### config.mk
export PLATFORM = sky130hd
export DESIGN_NAME = overlap_feather_blend_core
export DESIGN_NICKNAME = d
export VERILOG_FILES = /design/src/sv/ofb_pkg.sv /design/src/sv/ofb_front.sv /design/src/sv/ofb_lane.sv /design/src/sv/ofb_merge.sv /design/src/sv/overlap_feather_blend_core.sv
export SDC_FILE = /design/constraint.sdc
export NUM_CORES = 2
export LEC_CHECK = 0
export ABC_AREA = 1
export ABC_CLOCK_PERIOD_IN_PS = 7200
export BUFFER_PORTS_ARGS = -buffer_cell sky130_fd_sc_hd__buf_2
export CORE_ASPECT_RATIO = 1.2
export CORE_MARGIN = 2
export CORE_UTILIZATION = 51
export DETAILED_ROUTE_END_ITERATION = 12
export PLACE_DENSITY = 0.71
export SYNTH_ARGS = -nofsm -noshare
export SYNTH_HDL_FRONTEND = slang
export SYNTH_HIERARCHICAL = 1
export SYNTH_SLANG_ARGS = --single-unit
### constraint.sdc
create_clock -name clk -period 7.2 [get_ports clk]
set_input_delay 0.36 -clock clk [delete_from_list [all_inputs] [get_ports clk]]
set_output_delay 0.36 -clock clk [all_outputs]
set_load 0.05 [all_outputs]
### src/sv/ofb_pkg.sv
// shared types and constants of the overlap feather blend core
`timescale 1ns / 1ps

package ofb_pkg;

	// register reset values and field widths
	localparam int COL_W          = 12;
	localparam int WIDTH_W        = 13;
	localparam int CH_W           = 8;
	localparam int NUM_W          = WIDTH_W + CH_W;
	localparam int DEF_MAX_COLUMNS = 4096;

	localparam logic [COL_W-1:0]   RST_OVERLAP_START = 12'd0;
	localparam logic [WIDTH_W-1:0] RST_LEFT_WIDTH    = 13'd4096;
	localparam logic [CH_W-1:0]    RST_DARK_LEVEL    = 8'd50;

	// register indexes of the configuration port
	localparam logic [1:0] REG_OVERLAP_START = 2'd0;
	localparam logic [1:0] REG_LEFT_WIDTH    = 2'd1;
	localparam logic [1:0] REG_DARK_LEVEL    = 2'd2;

	// pipeline depths: one product stage and one stage per quotient bit
	localparam int LANE_LAT  = 1 + CH_W;
	localparam int TOTAL_LAT = 1 + LANE_LAT + 1;

	typedef enum logic [1:0] {
		SEL_LEFT,
		SEL_WARPED,
		SEL_BLEND
	} sel_t;

	typedef struct packed {
		logic [CH_W-1:0] b;
		logic [CH_W-1:0] g;
		logic [CH_W-1:0] r;
	} pix_t;

	// decoded word leaving the front stage
	typedef struct packed {
		logic               valid;
		sel_t               sel;
		logic [WIDTH_W-1:0] n;
		logic [COL_W-1:0]   m;
		logic [WIDTH_W-1:0] span;
		pix_t               left;
		pix_t               warped;
	} front_t;

	// control carried alongside the lanes
	typedef struct packed {
		sel_t sel;
		pix_t left;
		pix_t warped;
	} merge_ctrl_t;

endpackage

### src/sv/ofb_front.sv
// front stage: region decode, dark test and ramp weights
`timescale 1ns / 1ps

module ofb_front #(
	parameter int MAX_COLUMNS = ofb_pkg::DEF_MAX_COLUMNS
) (
	input  logic                         clk,
	input  logic                         arst_n,
	input  logic                         accept,
	input  logic [ofb_pkg::COL_W-1:0]    overlap_start,
	input  logic [ofb_pkg::WIDTH_W-1:0]  left_width,
	input  logic [ofb_pkg::CH_W-1:0]     dark_level,
	input  logic [ofb_pkg::COL_W-1:0]    column,
	input  ofb_pkg::pix_t                left,
	input  ofb_pkg::pix_t                warped,
	output ofb_pkg::front_t              item_s1
);

	localparam int CMP_W = 18;

	logic [ofb_pkg::WIDTH_W-1:0] width;
	logic                        before_start;
	logic                        past_width;
	logic                        dark;
	ofb_pkg::sel_t               sel;

	// saturate the width to the column limit
	always_comb begin
		if (CMP_W'(left_width) > CMP_W'(MAX_COLUMNS)) begin
			width = ofb_pkg::WIDTH_W'(MAX_COLUMNS);
		end else begin
			width = left_width;
		end
	end

	// region decode
	assign before_start = column < overlap_start;
	assign past_width   = {1'b0, column} >= width;
	assign dark         = (warped.b < dark_level) && (warped.g < dark_level) &&
		(warped.r < dark_level);

	always_comb begin
		if (before_start) begin
			sel = ofb_pkg::SEL_LEFT;
		end else if (past_width) begin
			sel = ofb_pkg::SEL_WARPED;
		end else if (dark) begin
			sel = ofb_pkg::SEL_LEFT;
		end else begin
			sel = ofb_pkg::SEL_BLEND;
		end
	end

	// valid flag and payload: left weight n = width - column, warped weight m = column - start
	always_ff @(posedge clk or negedge arst_n) begin
		if (!arst_n) begin
			item_s1 <= '0;
		end else begin
			item_s1.valid  <= accept;
			item_s1.sel    <= sel;
			item_s1.n      <= width - {1'b0, column};
			item_s1.m      <= column - overlap_start;
			item_s1.span   <= width - {1'b0, overlap_start};
			item_s1.left   <= left;
			item_s1.warped <= warped;
		end
	end

endmodule

### src/sv/ofb_lane.sv
// one colour lane: weighted sum then pipelined restoring divide by the span
`timescale 1ns / 1ps

module ofb_lane (
	input  logic                        clk,
	input  logic [ofb_pkg::CH_W-1:0]    l,
	input  logic [ofb_pkg::CH_W-1:0]    w,
	input  logic [ofb_pkg::WIDTH_W-1:0] n,
	input  logic [ofb_pkg::COL_W-1:0]   m,
	input  logic [ofb_pkg::WIDTH_W-1:0] span,
	output logic [ofb_pkg::CH_W-1:0]    quot
);

	localparam int NW = ofb_pkg::NUM_W;
	localparam int QW = ofb_pkg::CH_W;

	logic [NW-1:0]               prod_l;
	logic [NW-1:0]               prod_w;
	logic [NW-1:0]               rem_s    [0:QW];
	logic [QW-1:0]               quo_s    [0:QW];
	logic [ofb_pkg::WIDTH_W-1:0] divisor_s [0:QW];

	// weighted sum, at most 255 times the span
	assign prod_l = NW'(l) * NW'(n);
	assign prod_w = NW'(w) * NW'(m);

	always_ff @(posedge clk) begin
		rem_s[0]     <= prod_l + prod_w;
		quo_s[0]     <= '0;
		divisor_s[0] <= span;
	end

	// one quotient bit per stage, most significant first
	for (genvar k = 0; k < QW; k++) begin : g_div
		logic [NW-1:0] trial;
		logic          fits;

		assign trial = NW'(divisor_s[k]) << (QW - 1 - k);
		assign fits  = rem_s[k] >= trial;

		always_ff @(posedge clk) begin
			rem_s[k+1]     <= fits ? (rem_s[k] - trial) : rem_s[k];
			quo_s[k+1]     <= {quo_s[k][QW-2:0], fits};
			divisor_s[k+1] <= divisor_s[k];
		end
	end

	assign quot = quo_s[QW];

endmodule

### src/sv/ofb_merge.sv
// merge stage: control delay line and final per-channel selection
`timescale 1ns / 1ps

module ofb_merge (
	input  logic                     clk,
	input  logic                     arst_n,
	input  ofb_pkg::front_t          item_s1,
	input  ofb_pkg::pix_t            blend,
	output logic                     done,
	output ofb_pkg::pix_t            pix
);

	localparam int DEPTH = ofb_pkg::LANE_LAT;

	logic                 valid_q [0:DEPTH-1];
	ofb_pkg::merge_ctrl_t ctrl_q  [0:DEPTH-1];
	ofb_pkg::merge_ctrl_t tail;
	ofb_pkg::pix_t        pick;
	logic                 done_q;
	ofb_pkg::pix_t        pix_q;

	// valid bits follow the lanes
	always_ff @(posedge clk or negedge arst_n) begin
		if (!arst_n) begin
			for (int i = 0; i < DEPTH; i++) begin
				valid_q[i] <= 1'b0;
			end
			done_q <= 1'b0;
		end else begin
			valid_q[0] <= item_s1.valid;
			for (int i = 1; i < DEPTH; i++) begin
				valid_q[i] <= valid_q[i-1];
			end
			done_q <= valid_q[DEPTH-1];
		end
	end

	// selection and pass-through pixels follow the lanes
	always_ff @(posedge clk) begin
		ctrl_q[0] <= '{sel: item_s1.sel, left: item_s1.left, warped: item_s1.warped};
		for (int i = 1; i < DEPTH; i++) begin
			ctrl_q[i] <= ctrl_q[i-1];
		end
	end

	assign tail = ctrl_q[DEPTH-1];

	// choose the composed word
	always_comb begin
		case (tail.sel)
			ofb_pkg::SEL_LEFT:   pick = tail.left;
			ofb_pkg::SEL_WARPED: pick = tail.warped;
			ofb_pkg::SEL_BLEND:  pick = blend;
			default:             pick = tail.left;
		endcase
	end

	always_ff @(posedge clk) begin
		pix_q <= pick;
	end

	assign done = done_q;
	assign pix  = pix_q;

endmodule

### src/sv/overlap_feather_blend_core.sv
// top level of the overlap feather blend core
`timescale 1ns / 1ps

// Composes one pixel of a stitched row per word. A word is taken at every
// clock edge where start is high; busy is always low, so a new word may
// follow every cycle. Each result appears on out_blue/out_green/out_red for
// one cycle with done high, after passing through one decode stage, one
// weighted-sum stage, eight divider stages (one quotient bit each, three
// lanes in parallel, one per colour) and an output register. The receiver
// cannot stall; a result not taken in its cycle is gone.
// Configuration is written through cfg_we/cfg_index/cfg_data with the core
// idle; index 0 is overlap_start, 1 left_width, 2 dark_level, others ignored.

module overlap_feather_blend_core #(
	parameter int MAX_COLUMNS = ofb_pkg::DEF_MAX_COLUMNS
) (
	input  logic                        clk,
	input  logic                        arst_n,
	input  logic                        start,
	output logic                        busy,
	input  logic [ofb_pkg::COL_W-1:0]   column,
	input  logic [ofb_pkg::CH_W-1:0]    left_blue,
	input  logic [ofb_pkg::CH_W-1:0]    left_green,
	input  logic [ofb_pkg::CH_W-1:0]    left_red,
	input  logic [ofb_pkg::CH_W-1:0]    warped_blue,
	input  logic [ofb_pkg::CH_W-1:0]    warped_green,
	input  logic [ofb_pkg::CH_W-1:0]    warped_red,
	output logic                        done,
	output logic [ofb_pkg::CH_W-1:0]    out_blue,
	output logic [ofb_pkg::CH_W-1:0]    out_green,
	output logic [ofb_pkg::CH_W-1:0]    out_red,
	input  logic                        cfg_we,
	input  logic [1:0]                  cfg_index,
	input  logic [ofb_pkg::WIDTH_W-1:0] cfg_data
);

	logic [ofb_pkg::COL_W-1:0]   overlap_start_q;
	logic [ofb_pkg::WIDTH_W-1:0] left_width_q;
	logic [ofb_pkg::CH_W-1:0]    dark_level_q;
	logic                        accept;
	ofb_pkg::front_t             item_s1;
	ofb_pkg::pix_t               blend;
	ofb_pkg::pix_t               pix;

	assign busy   = 1'b0;
	assign accept = start && !busy;

	// configuration registers
	always_ff @(posedge clk or negedge arst_n) begin
		if (!arst_n) begin
			overlap_start_q <= ofb_pkg::RST_OVERLAP_START;
			left_width_q    <= ofb_pkg::RST_LEFT_WIDTH;
			dark_level_q    <= ofb_pkg::RST_DARK_LEVEL;
		end else if (cfg_we) begin
			case (cfg_index)
				ofb_pkg::REG_OVERLAP_START: overlap_start_q <= cfg_data[ofb_pkg::COL_W-1:0];
				ofb_pkg::REG_LEFT_WIDTH:    left_width_q    <= cfg_data;
				ofb_pkg::REG_DARK_LEVEL:    dark_level_q    <= cfg_data[ofb_pkg::CH_W-1:0];
				default: begin
				end
			endcase
		end
	end

	// decode
	ofb_front #(
		.MAX_COLUMNS(MAX_COLUMNS)
	) u_front (
		.clk          (clk),
		.arst_n       (arst_n),
		.accept       (accept),
		.overlap_start(overlap_start_q),
		.left_width   (left_width_q),
		.dark_level   (dark_level_q),
		.column       (column),
		.left         ({left_blue, left_green, left_red}),
		.warped       ({warped_blue, warped_green, warped_red}),
		.item_s1      (item_s1)
	);

	// colour lanes
	ofb_lane u_lane_b (
		.clk (clk),
		.l   (item_s1.left.b),
		.w   (item_s1.warped.b),
		.n   (item_s1.n),
		.m   (item_s1.m),
		.span(item_s1.span),
		.quot(blend.b)
	);

	ofb_lane u_lane_g (
		.clk (clk),
		.l   (item_s1.left.g),
		.w   (item_s1.warped.g),
		.n   (item_s1.n),
		.m   (item_s1.m),
		.span(item_s1.span),
		.quot(blend.g)
	);

	ofb_lane u_lane_r (
		.clk (clk),
		.l   (item_s1.left.r),
		.w   (item_s1.warped.r),
		.n   (item_s1.n),
		.m   (item_s1.m),
		.span(item_s1.span),
		.quot(blend.r)
	);

	// merge
	ofb_merge u_merge (
		.clk    (clk),
		.arst_n (arst_n),
		.item_s1(item_s1),
		.blend  (blend),
		.done   (done),
		.pix    (pix)
	);

	assign out_blue  = pix.b;
	assign out_green = pix.g;
	assign out_red   = pix.r;

	// every result strobe traces back to an earlier accepted word
	a_done_latency: assert property (@(posedge clk) disable iff (!arst_n)
		done |-> $past(accept, ofb_pkg::TOTAL_LAT))
		else $error("result strobe without a matching word");

	// columns before the overlap give the left pixel
	a_left_pass: assert property (@(posedge clk) disable iff (!arst_n)
		accept && (column < overlap_start_q) |-> ##(ofb_pkg::TOTAL_LAT)
		(done && out_blue == $past(left_blue, ofb_pkg::TOTAL_LAT) &&
		out_red == $past(left_red, ofb_pkg::TOTAL_LAT)))
		else $error("left region pixel altered");

	// columns past the left image give the warped pixel
	a_warped_pass: assert property (@(posedge clk) disable iff (!arst_n)
		accept && (column >= overlap_start_q) && ({1'b0, column} >= left_width_q)
		|-> ##(ofb_pkg::TOTAL_LAT)
		(done && out_green == $past(warped_green, ofb_pkg::TOTAL_LAT)))
		else $error("warped region pixel altered");

endmodule

Word level (Yosys, flattened, before mapping)
Memories as Yosys holds them, arrays and structs flattened.
Index checks and enable logic that the tools add are counted.
- reduce and logical (&&, ||, !) cells: 6
- equality and inequality tests: 4
- magnitude comparators: 30
- $add $sub $neg: 30
- $mul: 6
- mux-type cells: 29
- operator list (operator ; number):
    $mux W21 ; 24
    $add A21 B20 Y21 ; 3
    $ge A21 B13 Y1 ; 3
    $ge A21 B14 Y1 ; 3
    $ge A21 B15 Y1 ; 3
    $ge A21 B16 Y1 ; 3
    $ge A21 B17 Y1 ; 3
    $ge A21 B18 Y1 ; 3
    $ge A21 B19 Y1 ; 3
    $ge A21 B20 Y1 ; 3
    $mul A8 B13 Y21 ; 3
    $sub A21 B13 Y21 ; 3
    $sub A21 B14 Y21 ; 3
    $sub A21 B15 Y21 ; 3
    $sub A21 B16 Y21 ; 3
    $sub A21 B17 Y21 ; 3
    $sub A21 B18 Y21 ; 3
    $sub A21 B19 Y21 ; 3
    $sub A21 B20 Y21 ; 3
    $mul A8 B12 Y20 ; 3
    $pmux W24 S2 ; 1
    $sub A13 B12 Y13 ; 2
    $lt A8 B8 Y1 ; 3
    $ge A12 B13 Y1 ; 1
    other kinds (10) ; 17
- output and inout port bits: 26
- logic and storage cells: 142
- RAM bits: 1584
- memories kept: 10
- register bits: 156
- memories (memory ; words ; bits a word ; read ports ; clocked after memory_dff ; write ports ; line ; RTL):
    u_merge.ctrl_q ; 9 ; 50 ; 9 ; 0 ; 9 ; ofb_merge.sv:16 ; ofb_pkg::merge_ctrl_t ctrl_q [0:DEPTH-1];
    u_lane_b.rem_s ; 9 ; 21 ; 8 ; 0 ; 9 ; ofb_lane.sv:19 ; logic [NW-1:0] rem_s [0:QW];
    u_lane_g.rem_s ; 9 ; 21 ; 8 ; 0 ; 9 ; ofb_lane.sv:19 ;
    u_lane_r.rem_s ; 9 ; 21 ; 8 ; 0 ; 9 ; ofb_lane.sv:19 ;
    u_lane_b.divisor_s ; 9 ; 13 ; 8 ; 0 ; 9 ; ofb_lane.sv:21 ; logic [ofb_pkg::WIDTH_W-1:0] divisor_s [0:QW];
    u_lane_g.divisor_s ; 9 ; 13 ; 8 ; 0 ; 9 ; ofb_lane.sv:21 ;
    4 more memories ; -- ; -- ; -- ; -- ; -- ; -- ;

Depth between registers and ports, before layout
- word-level depth: 6
- mapped depth: 26

Cells and area by module
Netlist, hierarchy kept.
- modules (own cells, without submodules) (module ; seq. area each (um^2) ; instances ; cells each ; area an instance (um^2)):
    ofb_lane at u_lane_g ; 6165.9 ; 1 ; 2954 ; 21866.0
    ofb_lane at u_lane_b ; 6165.9 ; 1 ; 2981 ; 21809.7
    ofb_lane at u_lane_r ; 6165.9 ; 1 ; 2924 ; 21598.2
    ofb_merge ; 9739.3 ; 1 ; 642 ; 10401.2
    ofb_front ; 2227.1 ; 1 ; 501 ; 4652.0
    overlap_feather_blend_core ; 830.8 ; 1 ; 151 ; 1412.6

Least setup slack after synthesis
OpenSTA, ideal clock, no wires.
- kind: register to register
- start: register, netlist name u_front/item_s1[46]
- end: memory u_lane_b/rem_s[0][19] in the netlist's numbering
- data required time: 7.088 ns
- slack: 2.025 ns
- buffers on the path: 1
- stages on the path, launching flop included: 22
- arrival time: 5.062 ns
- library setup time: 0.112 ns
- path through: dfrtp_1 -> clkbuf_1 -> nand2_1 -> fa_1 -> inv_1 -> fa_1 -> inv_1 -> fa_1 -> inv_1 -> fa_1 -> fa_1 -> inv_1 -> fa_1 -> inv_1 -> ha_1 -> a21o_1 -> a31oi_1 -> nor2_1 -> nor2_1 -> nand2_1 -> nand2_1 -> nand2_1
- RTL lines (element ; line):
    end: declaration ; ofb_lane.sv:19

==> reports/metrics.cfg <==
[place]
preCtsSetupSlack_ns=1.334
io_buffers=103
gp_congestion=0.9743
dp_hpwl_um=162100

[critical_path]
cp_max_fo=24
cp-start-kind=register
cp.required_ns=7.88
setup.worst_path.end_class=register
critPathArrivalTime_ns=6.61
path_class=register to register

[layout]
drive_gt1_frac=0.05895
syn_to_final_growth_pct=9.723
post-route-util=0.5650
nNetsFinal=11450

[clock_tree]
clock_sinks=1530
clk_latency_ns=0.80
cts_tree=yes
numCtsBuffers=152
clk_path_buf_depth=3
path_clk_slew_ns=0.06
cts-root-buf=clkbuf_16
htreeDepth=4

[synthesis]
netlist.top_cell.by_area=dfxtp_1
synthCells=10150
yosysWarningCount=6
synth_area_leaders=dfxtp_1, nand2_1, fa_1, inv_1, ha_1
postSynth.asyncResetShare=0.08627
muxShareOfSynthArea=0
synth.distinct_cells=64
syn-num-nets=11310
synth-main-ff-cell=dfxtp_1
synth_top_area_frac=0.3424
yosys.area_share.adder=0.2111
synth_seq_area_share=0.3829
syn_avg_cell_area_um2=8.051
synth_edf_count=0
synth-simple-area-share=0.2300
synth-seq-cells=1530
synthXorXnorAreaFrac=0.02464
synth_compound_gate_area_share=0.04359
synth_top_family_by_area=simple AND/OR/NAND/NOR gates
synth.cell_area_mm2=0.08174

[die]
dieArea_mm2=0.1635
die_h_um=442.6
coreArea_mm2=0.1588
ios=105
std_cell_rows=160
start_util=0.5149
dieWidth_um=369.5

[sta]
tns_ns=0
tightest_slew_ns=1.026
min_period_ns=5.934
fin_crit_sh=0.8242
clock_skew_ns=0.03622
max-slew-margin-rel=0.3161
setup_viol=0
drv_slew=0
rsz0062_at_grt=false
fin_ws_ns=1.266
clock.fmax_mhz=168.5
hold_viol=0

[global_route]
grt_pass1_wl_um=326700
antenna_found_initial=5
grt_usage=0.2509
grt_pass1_vias=64130
gr-total-overflow=0
grt_max_degree=73

[drt]
vias_per_cell=4.976
via_count=62340
ant_nets=0
drt_iter0_drc=3366
drc=0
wl_per_cell_um=16.28
wl_um=204000
dr.pass1.iters=6

[hold_path]
hp-class=primary input to register

[outcome]
status=finished clean

[flow_run]
maxCapViolCount=0

-- worst max-delay path, cell delays in order, from the launching register on --
cell and delay, ns:
dfrtp_1 1.01, nand2_1 0.18, fa_1 0.58, inv_1 0.05, fa_1 0.46, fa_1 0.53, fa_1 0.52, fa_1 0.59
inv_1 0.08, fa_1 0.53, inv_1 0.04, ha_1 0.36, a21o_1 0.21, nor2_1 0.11, nand2_1 0.13, nand2_1 0.09
nand2_1 0.08, nand2_1 0.10, nand2_1 0.05, nand2_1 0.05, nand2_1 0.04
-- placed cells by master, fill, tap and decap left out, types with 17 or more instances in the layout --
cell type / instances
clkbuf_8: 17
o21ai_0: 151
inv_2: 27
ha_1: 581
o21bai_1: 27
xor2_1: 172
fa_1: 499
xnor2_1: 58
dlygate4sd3_1: 71
nor2_2: 26
and2_1: 29
nand3_1: 430
clkinv_2: 19
dfxtp_1: 1398
nor2_1: 575
nand2_2: 51
dfrtp_1: 128
nand3_2: 23
nand2_1: 3063
a21oi_2: 46
a21o_1: 27
nor3_1: 51
buf_4: 27
a21oi_1: 305
nand4_1: 128
nand3b_1: 53
o21ai_1: 21
clkbuf_1: 27
buf_2: 102
clkbuf_16: 154
inv_1: 1946
-- sequential cells by signal, summed over array words and instances, names as in the netlist --
| signal | count |
|---|---|
| u_lane_b/divisor_s | 104 |
| u_lane_g/quo_s | 36 |
| u_lane_g/divisor_s | 104 |
| u_lane_r/divisor_s | 104 |
| u_lane_g/rem_s | 168 |
| dark_level_q | 8 |
| left_width_q | 13 |
| u_front/item_s1 | 89 |
| overlap_start_q | 12 |
| u_merge/done | 1 |
| u_merge/ctrl_q | 450 |
| u_lane_r/quo_s | 36 |
| u_lane_b/quo_s | 36 |
| u_lane_r/rem_s | 168 |
| u_merge/pix | 24 |
| u_lane_b/rem_s | 168 |
| u_merge/valid_q | 9 |
-- worst paths after layout --
path	slack, ns	endpoint	cells past startpoint	startpoint
worst min register to register	0.32	u_lane_g/quo_s[0][43]$_DFF_P_	0	u_lane_g/quo_s[0][34]$_DFF_P_
worst max register to register	1.27	u_lane_b/rem_s[0][20]$_DFF_P_	20	u_front/item_s1[66]$_DFF_PN0_
worst min-delay path	0.08	u_front/item_s1[64]$_DFF_PN0_	3	column[3]
worst max-delay path	1.27	u_lane_b/rem_s[0][20]$_DFF_P_	20	u_front/item_s1[66]$_DFF_PN0_
max in group asynchronous	5.67	u_front/item_s1[59]$_DFF_PN0_	3	arst_n
min in group asynchronous	0.15	u_front/item_s1[3]$_DFF_PN0_	2	arst_n
-- metrics by stage --
step	instance area (um^2)	hold WS (ns)	std cells
6_report	89690	0.08279	12530
5_1_grt	89680	0.03807	12530
4_1_cts	89670	0.002302	12520
3_5_place_dp	83730	0.3121	12170
3_3_place_gp	83730	0.3096	12170
2_1_floorplan	81740	0.06441	10150
-- final cells by class --
cell class	count	area, um^2
clock buffer	198	4189
sequential	1530	31300
multi-input combinational	6426	41640
tap	2106	2635
timing repair buffer	201	1435
clock inverter	83	1041
inverter	1978	7435
antenna	7	17.52
fill	14400	69070
-- timing repair --
action | CTS | global route
setup buffers | 0 | 0
setup endpoints to repair | 0 | 0
resized for setup | 0 | 0
hold buffers | 71 | 0
hold endpoints to repair | 157 | 0
-- Yosys cell counts, drive strengths merged (2+ instances only) --
master	instances
o21a	8
buf	96
dfrtp	128
dfxtp	1398
and2	32
a31oi	12
or2	5
and3	6
nand3b	53
nor3	64
and3b	3
nand4	133
clkbuf	123
a21boi	3
o21ai	175
o221ai	2
o211ai	6
a21o	27
nand3	458
fa	499
nand2	3117
xor2	172
xnor2	58
inv	1977
nor2	607
ha	581
o21bai	28
dfstp	4
nor4	16
a21oi	355
-- layer usage --
metal  vias up  share of wire  GRT usage
met2      1674           0.50     0.4492
met1     29020           0.39     0.2792
met5         -              0          0
met4         0          0.061     0.1426
met3       610          0.047    0.04258
li1      31040              -          -
-- cells by family after synthesis --
group                      Yosys count
AOI/OAI and AO/OA                  621
xor gates and xnor gates           230
and+or+nand+nor                   4494
other                                1
DFF                               1530
adders and majority gates         1080
buffers and inverters             2197
Power is not shown: default switching activity piles up to over one toggle a cycle in this logic, so the estimate is an artifact.
